[config.mk]
export PLATFORM = sky130hd
export DESIGN_NAME = keyed_price_table_max_min_flat
export DESIGN_NICKNAME = d
export VERILOG_FILES = /design/src/rtl/core/kptmm_pkg.sv /design/src/rtl/core/kptmm_upd_if.sv /design/src/rtl/core/kptmm_res_if.sv /design/src/rtl/core/kptmm_slot_ram.sv /design/src/rtl/core/keyed_price_table_max_min.sv /design/src/flat_wrapper.sv
export VERILOG_INCLUDE_DIRS = /design/src /design/src/rtl/core
export SDC_FILE = /design/constraint.sdc
export NUM_CORES = 2
export LEC_CHECK = 0
export ABC_CLOCK_PERIOD_IN_PS = 10200
export BUFFER_PORTS_ARGS = -buffer_cell sky130_fd_sc_hd__buf_2
export CAP_MARGIN = 5
export CORE_ASPECT_RATIO = 0.5
export CORE_MARGIN = 2
export CORE_UTILIZATION = 40
export DETAILED_ROUTE_END_ITERATION = 8
export HOLD_SLACK_MARGIN = 0.05
export PLACE_DENSITY = 0.65
export REMOVE_ABC_BUFFERS = 1
export SLEW_MARGIN = 25
export SYNTH_ARGS = -nofsm -noshare
export SYNTH_HDL_FRONTEND = slang
export SYNTH_HIERARCHICAL = 1
export SYNTH_SLANG_ARGS = --single-unit
[constraint.sdc]
create_clock -name clk -period 10.2 [get_ports clk]
set_input_delay 2.04 -clock clk [delete_from_list [all_inputs] [get_ports clk]]
set_output_delay 2.04 -clock clk [all_outputs]
set_load 0.02 [all_outputs]
[src/rtl/core/keyed_price_table_max_min_defines.svh]
// ---------------------------------------------------------------------------
// keyed price table assertion macros
// shared property wrappers for the keyed price table rtl
// ---------------------------------------------------------------------------
`ifndef KEYED_PRICE_TABLE_MAX_MIN_DEFINES_SVH
`define KEYED_PRICE_TABLE_MAX_MIN_DEFINES_SVH

// same-cycle implication, disabled during reset
`define KPTMM_ASSERT_IMP(label, clk, rst_n, ante, cons) \
    label: assert property (@(posedge clk) disable iff (!rst_n) (ante) |-> (cons)) \
        else $error("kptmm same-cycle check failed");

// next-cycle implication, disabled during reset
`define KPTMM_ASSERT_NXT(label, clk, rst_n, ante, cons) \
    label: assert property (@(posedge clk) disable iff (!rst_n) (ante) |=> (cons)) \
        else $error("kptmm next-cycle check failed");

`endif

[src/rtl/core/kptmm_pkg.sv]
// ---------------------------------------------------------------------------
// kptmm_pkg
// table size, index widths and field widths of the keyed price table
// ---------------------------------------------------------------------------
`default_nettype none

package kptmm_pkg;

    localparam int TABLE_DEPTH = 64;
    localparam int ADDR_W      = (TABLE_DEPTH > 1) ? $clog2(TABLE_DEPTH) : 1;
    localparam int CNT_W       = $clog2(TABLE_DEPTH + 1);
    localparam int STAMP_W     = 32;
    localparam int PRICE_W     = 30;

    typedef logic [ADDR_W-1:0]  addr_t;
    typedef logic [CNT_W-1:0]   cnt_t;
    typedef logic [STAMP_W-1:0] stamp_t;
    typedef logic [PRICE_W-1:0] price_t;

endpackage

`default_nettype wire

[src/rtl/core/kptmm_upd_if.sv]
// ---------------------------------------------------------------------------
// kptmm_upd_if
// update channel: one stamp and price word per handshake
// ---------------------------------------------------------------------------
`default_nettype none

interface kptmm_upd_if;
    logic              valid;
    logic              ready;
    kptmm_pkg::stamp_t stamp_in;
    kptmm_pkg::price_t price_in;

    modport source (output valid, output stamp_in, output price_in, input ready);
    modport sink   (input valid, input stamp_in, input price_in, output ready);
endinterface

`default_nettype wire

[src/rtl/core/kptmm_res_if.sv]
// ---------------------------------------------------------------------------
// kptmm_res_if
// result channel: latest, max and min price plus drop flag per word
// ---------------------------------------------------------------------------
`default_nettype none

interface kptmm_res_if;
    logic              valid;
    logic              ready;
    kptmm_pkg::price_t latest_price;
    kptmm_pkg::price_t max_price;
    kptmm_pkg::price_t min_price;
    logic              dropped;

    modport source (output valid, output latest_price, output max_price,
                    output min_price, output dropped, input ready);
    modport sink   (input valid, input latest_price, input max_price,
                    input min_price, input dropped, output ready);
endinterface

`default_nettype wire

[src/rtl/core/kptmm_slot_ram.sv]
// ---------------------------------------------------------------------------
// kptmm_slot_ram
// stamp and price storage, one write port, one registered read port
// ---------------------------------------------------------------------------
`default_nettype none

module kptmm_slot_ram (
    input  wire logic              clk,
    input  wire logic              we,
    input  wire kptmm_pkg::addr_t  waddr,
    input  wire kptmm_pkg::stamp_t wstamp,
    input  wire kptmm_pkg::price_t wprice,
    input  wire kptmm_pkg::addr_t  raddr,
    output      kptmm_pkg::stamp_t rstamp,
    output      kptmm_pkg::price_t rprice
);

    kptmm_pkg::stamp_t stamp_mem [kptmm_pkg::TABLE_DEPTH];
    kptmm_pkg::price_t price_mem [kptmm_pkg::TABLE_DEPTH];

    always_ff @(posedge clk)
    begin
        if (we)
        begin
            stamp_mem[waddr] <= wstamp;
            price_mem[waddr] <= wprice;
        end
        rstamp <= stamp_mem[raddr];
        rprice <= price_mem[raddr];
    end

endmodule

`default_nettype wire

[src/rtl/core/keyed_price_table_max_min.sv]
// flow: an accepted update word is captured, then a scan reads every slot in turn over the
//   one read port of the slot memory, then the final step writes the table and the result
//   word; a new update word is taken only in the idle state after that, and a result word
//   waiting downstream stalls only the final step
// reset: asynchronous, active low; clears all slot valid bits at once, so the table is
//   empty right after reset with no clearing pass
// ---------------------------------------------------------------------------
// keyed_price_table_max_min
// keyed price table that tracks the latest, greatest and least stored price
// ---------------------------------------------------------------------------
`default_nettype none
`include "keyed_price_table_max_min_defines.svh"

module keyed_price_table_max_min (
    input wire logic       clk,
    input wire logic       rst_n,
    kptmm_upd_if.sink      upd,
    kptmm_res_if.source    res
);

    localparam int DEPTH = kptmm_pkg::TABLE_DEPTH;

    typedef enum logic [1:0] {S_IDLE, S_SCAN, S_DONE} state_t;

    // sequencer state
    state_t            state_reg, state_next;
    kptmm_pkg::cnt_t   addr_reg, addr_next;
    logic              proc_en_reg, proc_en_next;
    logic              proc_vld_reg, proc_vld_next;
    kptmm_pkg::addr_t  proc_idx_reg, proc_idx_next;

    // captured update word
    kptmm_pkg::stamp_t stamp_reg, stamp_next;
    kptmm_pkg::price_t price_reg, price_next;

    // match and free slot search
    logic              hit_reg, hit_next;
    kptmm_pkg::addr_t  hit_idx_reg, hit_idx_next;
    logic              free_reg, free_next;
    kptmm_pkg::addr_t  free_idx_reg, free_idx_next;

    // running latest / max / min
    logic              any_reg, any_next;
    kptmm_pkg::stamp_t best_reg, best_next;
    kptmm_pkg::price_t latest_reg, latest_next;
    kptmm_pkg::price_t hi_reg, hi_next;
    kptmm_pkg::price_t lo_reg, lo_next;

    // slot valid bits, one flop per slot
    logic [DEPTH-1:0]  valid_reg, valid_next;

    // result word register
    logic              res_valid_reg, res_valid_next;
    kptmm_pkg::price_t res_latest_reg, res_latest_next;
    kptmm_pkg::price_t res_hi_reg, res_hi_next;
    kptmm_pkg::price_t res_lo_reg, res_lo_next;
    logic              res_drop_reg, res_drop_next;

    // memory ports
    logic              ram_we;
    kptmm_pkg::addr_t  ram_waddr;
    kptmm_pkg::addr_t  ram_raddr;
    kptmm_pkg::stamp_t rd_stamp;
    kptmm_pkg::price_t rd_price;

    // shared compare unit inputs
    logic              cand_en;
    kptmm_pkg::stamp_t cand_stamp;
    kptmm_pkg::price_t cand_price;

    logic              is_hit;
    logic              out_free;
    logic              scan_issue;

    kptmm_slot_ram u_slot_ram (
        .clk    (clk),
        .we     (ram_we),
        .waddr  (ram_waddr),
        .wstamp (stamp_reg),
        .wprice (price_reg),
        .raddr  (ram_raddr),
        .rstamp (rd_stamp),
        .rprice (rd_price)
    );

    assign upd.ready        = (state_reg == S_IDLE);
    assign res.valid        = res_valid_reg;
    assign res.latest_price = res_latest_reg;
    assign res.max_price    = res_hi_reg;
    assign res.min_price    = res_lo_reg;
    assign res.dropped      = res_drop_reg;

    assign out_free   = !res_valid_reg || res.ready;
    assign scan_issue = (state_reg == S_SCAN) && (addr_reg < kptmm_pkg::cnt_t'(DEPTH));
    assign ram_raddr  = addr_reg[kptmm_pkg::ADDR_W-1:0];
    assign is_hit     = (rd_stamp == stamp_reg);
    assign ram_we     = (state_reg == S_DONE) && out_free && (hit_reg || free_reg);
    assign ram_waddr  = hit_reg ? hit_idx_reg : free_idx_reg;

    // candidate entry fed to the compare unit: a stored slot during the scan
    // (with a matching stamp taking the new price), the inserted pair at the end
    always_comb
    begin
        cand_en    = 1'b0;
        cand_stamp = stamp_reg;
        cand_price = price_reg;
        if (state_reg == S_SCAN)
        begin
            cand_en    = proc_en_reg && proc_vld_reg;
            cand_stamp = rd_stamp;
            cand_price = is_hit ? price_reg : rd_price;
        end
        else if (state_reg == S_DONE)
        begin
            cand_en = !hit_reg && free_reg;
        end
    end

    // shared compare unit: folds one entry into latest / max / min
    always_comb
    begin
        any_next    = any_reg;
        best_next   = best_reg;
        latest_next = latest_reg;
        hi_next     = hi_reg;
        lo_next     = lo_reg;
        if (cand_en)
        begin
            any_next = 1'b1;
            if (!any_reg)
            begin
                best_next   = cand_stamp;
                latest_next = cand_price;
                hi_next     = cand_price;
                lo_next     = cand_price;
            end
            else
            begin
                if (cand_stamp > best_reg)
                begin
                    best_next   = cand_stamp;
                    latest_next = cand_price;
                end
                if (cand_price > hi_reg)
                begin
                    hi_next = cand_price;
                end
                if (cand_price < lo_reg)
                begin
                    lo_next = cand_price;
                end
            end
        end
    end

    // sequencer
    always_comb
    begin
        state_next      = state_reg;
        addr_next       = addr_reg;
        proc_en_next    = 1'b0;
        proc_vld_next   = proc_vld_reg;
        proc_idx_next   = proc_idx_reg;
        stamp_next      = stamp_reg;
        price_next      = price_reg;
        hit_next        = hit_reg;
        hit_idx_next    = hit_idx_reg;
        free_next       = free_reg;
        free_idx_next   = free_idx_reg;
        valid_next      = valid_reg;
        res_valid_next  = res_valid_reg && !res.ready;
        res_latest_next = res_latest_reg;
        res_hi_next     = res_hi_reg;
        res_lo_next     = res_lo_reg;
        res_drop_next   = res_drop_reg;

        unique case (state_reg)
            S_IDLE:
            begin
                if (upd.valid)
                begin
                    stamp_next = upd.stamp_in;
                    price_next = upd.price_in;
                    addr_next  = '0;
                    hit_next   = 1'b0;
                    free_next  = 1'b0;
                    state_next = S_SCAN;
                end
            end
            S_SCAN:
            begin
                // issue one read per cycle; the read data comes back from the registered read port
                if (scan_issue)
                begin
                    proc_en_next  = 1'b1;
                    proc_idx_next = ram_raddr;
                    proc_vld_next = valid_reg[ram_raddr];
                    addr_next     = addr_reg + kptmm_pkg::cnt_t'(1);
                end
                if (proc_en_reg)
                begin
                    if (proc_vld_reg)
                    begin
                        if (is_hit && !hit_reg)
                        begin
                            hit_next     = 1'b1;
                            hit_idx_next = proc_idx_reg;
                        end
                    end
                    else if (!free_reg)
                    begin
                        free_next     = 1'b1;
                        free_idx_next = proc_idx_reg;
                    end
                end
                if (!scan_issue && !proc_en_reg)
                begin
                    state_next = S_DONE;
                end
            end
            S_DONE:
            begin
                if (out_free)
                begin
                    if (!hit_reg && free_reg)
                    begin
                        valid_next[free_idx_reg] = 1'b1;
                    end
                    res_valid_next  = 1'b1;
                    res_latest_next = latest_next;
                    res_hi_next     = hi_next;
                    res_lo_next     = lo_next;
                    res_drop_next   = !hit_reg && !free_reg;
                    state_next      = S_IDLE;
                end
            end
            default:
            begin
                state_next = S_IDLE;
            end
        endcase
    end

    always_ff @(posedge clk or negedge rst_n)
    begin
        if (!rst_n)
        begin
            state_reg      <= S_IDLE;
            addr_reg       <= '0;
            proc_en_reg    <= 1'b0;
            proc_vld_reg   <= 1'b0;
            proc_idx_reg   <= '0;
            stamp_reg      <= '0;
            price_reg      <= '0;
            hit_reg        <= 1'b0;
            hit_idx_reg    <= '0;
            free_reg       <= 1'b0;
            free_idx_reg   <= '0;
            any_reg        <= 1'b0;
            best_reg       <= '0;
            latest_reg     <= '0;
            hi_reg         <= '0;
            lo_reg         <= '0;
            valid_reg      <= '0;
            res_valid_reg  <= 1'b0;
            res_latest_reg <= '0;
            res_hi_reg     <= '0;
            res_lo_reg     <= '0;
            res_drop_reg   <= 1'b0;
        end
        else
        begin
            state_reg      <= state_next;
            addr_reg       <= addr_next;
            proc_en_reg    <= proc_en_next;
            proc_vld_reg   <= proc_vld_next;
            proc_idx_reg   <= proc_idx_next;
            stamp_reg      <= stamp_next;
            price_reg      <= price_next;
            hit_reg        <= hit_next;
            hit_idx_reg    <= hit_idx_next;
            free_reg       <= free_next;
            free_idx_reg   <= free_idx_next;
            valid_reg      <= valid_next;
            res_valid_reg  <= res_valid_next;
            res_latest_reg <= res_latest_next;
            res_hi_reg     <= res_hi_next;
            res_lo_reg     <= res_lo_next;
            res_drop_reg   <= res_drop_next;
            // fresh fold for every update word
            if (state_reg == S_IDLE)
            begin
                any_reg    <= 1'b0;
                best_reg   <= '0;
                latest_reg <= '0;
                hi_reg     <= '0;
                lo_reg     <= '0;
            end
            else
            begin
                any_reg    <= any_next;
                best_reg   <= best_next;
                latest_reg <= latest_next;
                hi_reg     <= hi_next;
                lo_reg     <= lo_next;
            end
        end
    end

    // table is written only in the final step
    `KPTMM_ASSERT_IMP(a_we_done, clk, rst_n, ram_we, state_reg == S_DONE)
    // valid bits change only in the final step
    `KPTMM_ASSERT_NXT(a_valid_hold, clk, rst_n, state_reg != S_DONE,
                      valid_reg == $past(valid_reg))
    // a dropped word means every slot was taken
    `KPTMM_ASSERT_IMP(a_drop_full, clk, rst_n, res_valid_reg && res_drop_reg, &valid_reg)
    // a matched slot is always a stored one
    `KPTMM_ASSERT_IMP(a_hit_valid, clk, rst_n, hit_reg, valid_reg[hit_idx_reg])
    // an accepted word starts the scan
    `KPTMM_ASSERT_NXT(a_accept_scan, clk, rst_n, upd.valid && upd.ready,
                      state_reg == S_SCAN)

endmodule

`default_nettype wire

[src/flat_wrapper.sv]
// flat-port wrapper written by rule: the top's interface ports become plain ports
module keyed_price_table_max_min_flat 
  (clk, rst_n, upd_valid, upd_stamp_in, upd_price_in, upd_ready, res_valid, res_latest_price, res_max_price, res_min_price, res_dropped, res_ready);
  kptmm_upd_if upd_i ();
  kptmm_res_if res_i ();
  input wire logic clk;
  input wire logic rst_n;
  input wire logic [$bits(upd_i.valid)-1:0] upd_valid;
  input wire logic [$bits(upd_i.stamp_in)-1:0] upd_stamp_in;
  input wire logic [$bits(upd_i.price_in)-1:0] upd_price_in;
  output wire logic [$bits(upd_i.ready)-1:0] upd_ready;
  output wire logic [$bits(res_i.valid)-1:0] res_valid;
  output wire logic [$bits(res_i.latest_price)-1:0] res_latest_price;
  output wire logic [$bits(res_i.max_price)-1:0] res_max_price;
  output wire logic [$bits(res_i.min_price)-1:0] res_min_price;
  output wire logic [$bits(res_i.dropped)-1:0] res_dropped;
  input wire logic [$bits(res_i.ready)-1:0] res_ready;
  assign upd_i.valid = upd_valid;
  assign upd_i.stamp_in = upd_stamp_in;
  assign upd_i.price_in = upd_price_in;
  assign upd_ready = upd_i.ready;
  assign res_valid = res_i.valid;
  assign res_latest_price = res_i.latest_price;
  assign res_max_price = res_i.max_price;
  assign res_min_price = res_i.min_price;
  assign res_dropped = res_i.dropped;
  assign res_i.ready = res_ready;
  keyed_price_table_max_min u_core (.clk(clk), .rst_n(rst_n), .upd(upd_i), .res(res_i));
endmodule
## Word-level counts from Yosys, hierarchy flattened

Memories as Yosys holds them, arrays and structs flattened. A register that Yosys moved wholly into a read port is not among the register bits.
Index checks and enable logic that the tools add are counted.

| word-level totals | value |
|---|---|
| bits in registers | 372 |
| RAM bits | 3968 |
| input bits | 66 |
| output and inout bits | 93 |
| word-level logic and storage cells | 128 |
| memories | 2 |

Memory list:

| name | depth | bits a word | rd ports | clocked after Yosys merged registers in | wr ports | line | RTL |
|---|---|---|---|---|---|---|---|
| u_core.u_slot_ram.stamp_mem | 64 | 32 | 1 | 1 | 1 | kptmm_slot_ram.sv:18 | `kptmm_pkg::stamp_t stamp_mem [kptmm_pkg::TABLE_DEPTH];` |
| u_core.u_slot_ram.price_mem | 64 | 30 | 1 | 1 | 1 | kptmm_slot_ram.sv:19 | `kptmm_pkg::price_t price_mem [kptmm_pkg::TABLE_DEPTH];` |

| cells by class | value |
|---|---|
| $add $sub $neg | 1 |
| order comparisons | 7 |
| equality and inequality tests | 12 |
| mux-type cells | 49 |
| bitwise operators | 3 |
| reduce and logical (&&, ||, !) cells | 32 |

Operators with widths:

| operator | count |
|---|---|
| 2-to-1 mux 30 bit | 14 |
| 2-to-1 mux 32 bit | 5 |
| OR 64 bit | 1 |
| equality test 32 bit | 1 |
| greater-than comparator 32 bit | 1 |
| greater-than comparator 30 bit | 1 |
| < comparator 30 bit | 1 |
| 2-to-1 mux 1 bit | 18 |
| < comparator 6 x 7 -> 1 bit, second input constant | 2 |
| 2-to-1 mux 7 bit | 2 |
| one-hot mux 7 bit (2 select lines) | 1 |
| AND reduction 4 bit | 3 |
| logical AND 1 bit | 10 |
| AND reduction 3 bit | 3 |
| inequality test 2 x 1 -> 1 bit, second input constant | 4 |
| inequality test 2 bit, second input constant | 4 |
| AND reduction 2 bit | 4 |
| adder 7 x 1 -> 7 bit, second input constant | 1 |
| < comparator 7 bit, second input constant | 1 |
| binary-select mux 1 bit (select 6 bit) | 1 |
| demux 1 bit (select 6 bit) | 1 |
| >= comparator 6 x 1 -> 1 bit, second input constant | 1 |
| logical NOT 1 bit | 6 |
| 2-to-1 mux 2 bit | 3 |
| 11 further kinds | 15 |

## Logic depth before layout (Yosys ltp)

| depth | value |
|---|---|
| depth after elaboration | 8 |
| mapped depth | 17 |
| gate-level depth less buffers | 14 |

## Modules after synthesis

Netlist, hierarchy kept.

By module, submodules not included:

| module | times used | cells each | area each (µm²) | seq. area each (µm²) |
|---|---|---|---|---|
| kptmm_slot_ram | 1 | 6329 | 150813.4 | 120395.5 |
| keyed_price_table_max_min | 1 | 2081 | 20463.4 | 9308.9 |

## Worst setup path before layout

Ideal clock, no wire load.

| timing | value |
|---|---|
| kind | input port to flip-flop |
| start point | input res_ready |
| end point | memory u_core/u_slot_ram/price_mem[29][0] (netlist name), enable pin |
| library setup time | 0.482 ns |
| data arrival time | 6.136 ns |
| data required time | 9.718 ns |
| setup slack | 3.582 ns |
| cell stages on the path | 9 |
| buffers on the path | 3 |
| cell sequence | nand2b_1 -> nand2b_1 -> clkbuf_1 -> clkbuf_1 -> clkbuf_1 -> nor2_1 -> nor2b_1 -> nand3_1 -> nor2_1 |

| between the ends | value |
|---|---|
| word-level cells in the longest chain between the ends | 5 |

RTL lines:

| what | line | RTL |
|---|---|---|
| start: declaration | flat_wrapper.sv:17 | `input wire logic [$bits(res_i.ready)-1:0] res_ready;` |
| logical OR 1 bit | keyed_price_table_max_min.sv:93 | `assign out_free = !res_valid_reg \|\| res.ready;` |
| logical AND 1 bit (2 in a row) | keyed_price_table_max_min.sv:97 | `assign ram_we = (state_reg == S_DONE) && out_free && (hit_reg \|\| free_reg);` |
| net u_core.ram_we | keyed_price_table_max_min.sv:60 | `logic ram_we;` |
| 2-to-1 mux 1 bit | kptmm_slot_ram.sv:23 | `if (we)` |
| 2-to-1 mux 1 bit (not written as such) | kptmm_slot_ram.sv:26 | `price_mem[waddr] <= wprice;` |
| end: declaration | kptmm_slot_ram.sv:19 |  |

The timed path passes the listed nets, and every way through them passes these cells.

## Final worst setup path

| timing | value |
|---|---|
| start point | register u_core.stamp_reg[2] |
| end point | register u_core.res_lo_reg[7], in the netlist u_core/res.min_price[7] |

| between the ends | value |
|---|---|
| word-level cells in the longest chain between the ends | 7 |

RTL lines:

| what | line | RTL |
|---|---|---|
| start: declaration | keyed_price_table_max_min.sv:33 | `kptmm_pkg::stamp_t stamp_reg, stamp_next;` |
| start signal: assignment | keyed_price_table_max_min.sv:278 | `stamp_reg <= stamp_next;` |
| equality test 32 bit * | keyed_price_table_max_min.sv:96 | `assign is_hit = (rd_stamp == stamp_reg);` |
| 2-to-1 mux 30 bit * | keyed_price_table_max_min.sv:111 | `cand_price = is_hit ? price_reg : rd_price;` |
| 2-to-1 mux 30 bit * | keyed_price_table_max_min.sv:107 | `if (state_reg == S_SCAN)` |
| < comparator 30 bit | keyed_price_table_max_min.sv:148 | `if (cand_price < lo_reg)` |
| 2-to-1 mux 30 bit | keyed_price_table_max_min.sv:148 |  |
| 2-to-1 mux 30 bit * | keyed_price_table_max_min.sv:130 | `if (!any_reg)` |
| 2-to-1 mux 30 bit * | keyed_price_table_max_min.sv:127 | `if (cand_en)` |
| end signal: assignment | keyed_price_table_max_min.sv:288 | `res_lo_reg <= res_lo_next;` |
| end: declaration | keyed_price_table_max_min.sv:56 | `kptmm_pkg::price_t res_lo_reg, res_lo_next;` |

Every way passes the cells marked *; elsewhere a longest branch is shown, timed or not.
A chain may end at the register's enable or synchronous reset.

==> impl_metrics.env <==
export IMPL_status="finished, final reports clean"
export IMPL_placed_cells=14100
export IMPL_synth_top_cell_by_area="edfxtp_1"
export IMPL_power_density_nw_per_um2=295
export IMPL_max_slew_worst_pin_slew_ns=1.12
export IMPL_startpoint_type="flip-flop"
export IMPL_routed_via_density=6.23
export IMPL_start_util=0.403
export IMPL_yosysUniqueCellTypes=66
export IMPL_critical_path_class="flip-flop to flip-flop"
export IMPL_post_cts_resized=0
export IMPL_final_common_cell="edfxtp_1"
export IMPL_finalPower_w=0.0572
export IMPL_rsz0062_at_grt="false"
export IMPL_largest_reg_flops=2048
export IMPL_slew_violations=0
export IMPL_clk_transition_reported_paths_ns=0.06
export IMPL_finalNonFillerCells=14800
export IMPL_drc=0
export IMPL_drtIter0Drc=14000
export IMPL_yosysSeqAreaShare=0.757
export IMPL_crit_path_max_fanout=67
export IMPL_place_gp_congestion=0.865
export IMPL_hp_class="flip-flop to flip-flop"
export IMPL_clockRootBuffer="clkbuf_16"
export IMPL_netlist_area_sq_um=171000
export IMPL_cts_sinks=4402
export IMPL_ctsHoldBuffers=0
export IMPL_dp_hpwl_mm=311
export IMPL_die_area_sq_um=434000
export IMPL_antenna_found_initial=46
export IMPL_die_h_um=467
export IMPL_hold_violations=0
export IMPL_grt_use_total=0.233
export IMPL_pre_cts_ws_ns=3.40
export IMPL_io_buffers=158
export IMPL_fin_crit_sh=0.646
export IMPL_netlist_area_leader_share=0.696
export IMPL_utilization=0.455
export IMPL_grt_overflow=0
export IMPL_critPathSlowestCell="nand4_1"
export IMPL_numCtsBuffers=404
export IMPL_wl_mm=517
export IMPL_nets=8902
export IMPL_die_w_um=929
export IMPL_first_pass_iters=6
export IMPL_htreeDepth=5
export IMPL_wl_per_cell_um=34.9
export IMPL_synth_edf_count=3968
export IMPL_worst_slack_ns=3.61
export IMPL_grt_first_pass_wirelength_mm=714
export IMPL_p_leak_nw=62.5
export IMPL_placeableCoreArea_sq_um=425000
export IMPL_area_delta_synth_final_pct=13.1
export IMPL_cp_arrival_ns=7.39
export IMPL_slew_headroom=0.254
export IMPL_ys_async_sr_fraction=0.0845
export IMPL_final_area_sq_um=194000
export IMPL_vias=92400
export IMPL_cts_tree="yes"
export IMPL_clock_latency_ns=0.96
export IMPL_drive_gt1_frac=0.258
export IMPL_worst_path_largest_cell_delay_ns=0.88
export IMPL_fin_crit_ns=6.59
export IMPL_cts_buffer_depth=4
export IMPL_finalClockSkew_ns=0.0665
export IMPL_cts_setup_buffers=0
export IMPL_fp_row_count=169
export IMPL_yosys_top_cells_area="edfxtp_1 (70%), mux4_2 (13%), dfrtp_1 (5.4%)"
export IMPL_netlist_instances=8410
export IMPL_yosysWarnings=6
export IMPL_antenna_left=0
export IMPL_max_cap_viol_count=0
export IMPL_path_cells="buf_4, xor2_1, nor4_1, nand4_1, o21a_2, mux2_2, ha_1, a2111oi_0, o21ai_1, a31oi_1, o221ai_1, a211oi_4, buf_4, a2111oi_0, a221o_1"
export IMPL_end_kind="flip-flop"
export IMPL_clock_fmax_mhz=152
export IMPL_layout_common_cells="edfxtp_1 (3968), mux4_2 (997), clkbuf_16 (412)"
export IMPL_peakVddDrop_v=0.000246
export IMPL_grt_max_degree=114
export IMPL_setup_viol=0
export IMPL_pin_count=159
export IMPL_ys_seq_elements=4402
export IMPL_worstPathRequired_ns=11.00
export IMPL_place_area_sq_um=180000
export IMPL_grt_pass1_vias=88500
export IMPL_synth_main_ff_cell="edfxtp_1"
export IMPL_syn_area_per_cell_sq_um=20.4
[cells in the mapped netlist, types with 31 or more instances]
cell type  number
a221oi_1      148
a22o_1         99
clkbuf_1      283
o211ai_1       93
o21ai_0       103
o22ai_1       146
ha_1           92
nand2_1       322
nor4_1         40
nand3_1        69
nor2_1        189
mux2_2         80
o221ai_1       42
o21bai_1       49
a211oi_1       88
a21o_1         33
nand4_1        52
a221o_1        31
dfxtp_1        62
buf_2         129
buf_4          61
mux2i_1       116
a21oi_1       114
nand2b_1       42
o31ai_1        34
mux4_2        997
inv_1         169
a22oi_1        81
buf_1          56
dfrtp_1       372
xor2_1         32
edfxtp_1     3968
[final cells by class]
| type | instances | area [sq um] |
|---|---|---|
| clock inverters | 241 | 2220 |
| well taps | 5728 | 7170 |
| flip-flops and latches | 4402 | 130000 |
| multi-input cells | 3294 | 39100 |
| repair buffers | 472 | 3880 |
| inverters | 170 | 639 |
| fillers | 35100 | 232000 |
| diodes | 14 | 35.0 |
| clock buffers | 502 | 10800 |
[final timing paths]
check                                          start                      end  slack [ns]  cells after the start
max in group asynchronous                      rst_n     u_core/valid_reg[26]        7.09                      3
worst min register to register  u_core/valid_reg[22]     u_core/valid_reg[22]        0.46                      1
min in group asynchronous                      rst_n      u_core/price_reg[0]        1.02                      1
worst max register to register   u_core/stamp_reg[2]  u_core/res.min_price[7]        3.61                     15
worst max-delay path             u_core/stamp_reg[2]  u_core/res.min_price[7]        3.61                     15
worst min-delay path            u_core/valid_reg[22]     u_core/valid_reg[22]        0.46                      1
[through the flow]
step / TNS, ns / hold slack [ns]
floorplan: -2154.72 / 0.427
global placement: 0 / 0.437
detailed placement: 0 / 0.443
CTS: 0 / 0.459
global route: 0 / 0.469
finish: 0 / 0.459
[routing by layer]
| layer | vias to the layer above | track usage | share of wire |
|---|---|---|---|
| li1 | 35800 | - | - |
| met1 | 49600 | 0.323 | 0.38 |
| met2 | 6013 | 0.353 | 0.45 |
| met3 | 910 | 0.0637 | 0.12 |
| met4 | 14 | 0.0915 | 0.046 |
| met5 | - | 0 | 0.00017 |
[critical path: cells and delay by family, from the launching register on]
kind                     cells  cell delay [ns]
AO/OA/AOI/OAI                8             2.63
AND/OR/NAND/NOR              2             1.31
buffers and inverters        2             1.16
multiplexers                 1             0.46
flip-flops                   1             0.34
adder cells (fa/ha/maj)      1             0.31
XOR/XNOR                     1             0.15
[cell families after synthesis]
group                    share of synthesized area
adder cells (fa/ha/maj)                    0.00672
multiplexers                                 0.143
AO/OA/AOI/OAI                               0.0514
AND/OR/NAND/NOR                             0.0213
buffers and inverters                       0.0185
flip-flops                                   0.757
XOR/XNOR                                   0.00164
[power by group]
part	switching [W]	internal, W
clock	0.00670	0.00843
combinational	0.0126	0.00613
sequential	0.000692	0.0227
total	0.0200	0.0373
Note: power is estimated with default switching activity, not from simulation.
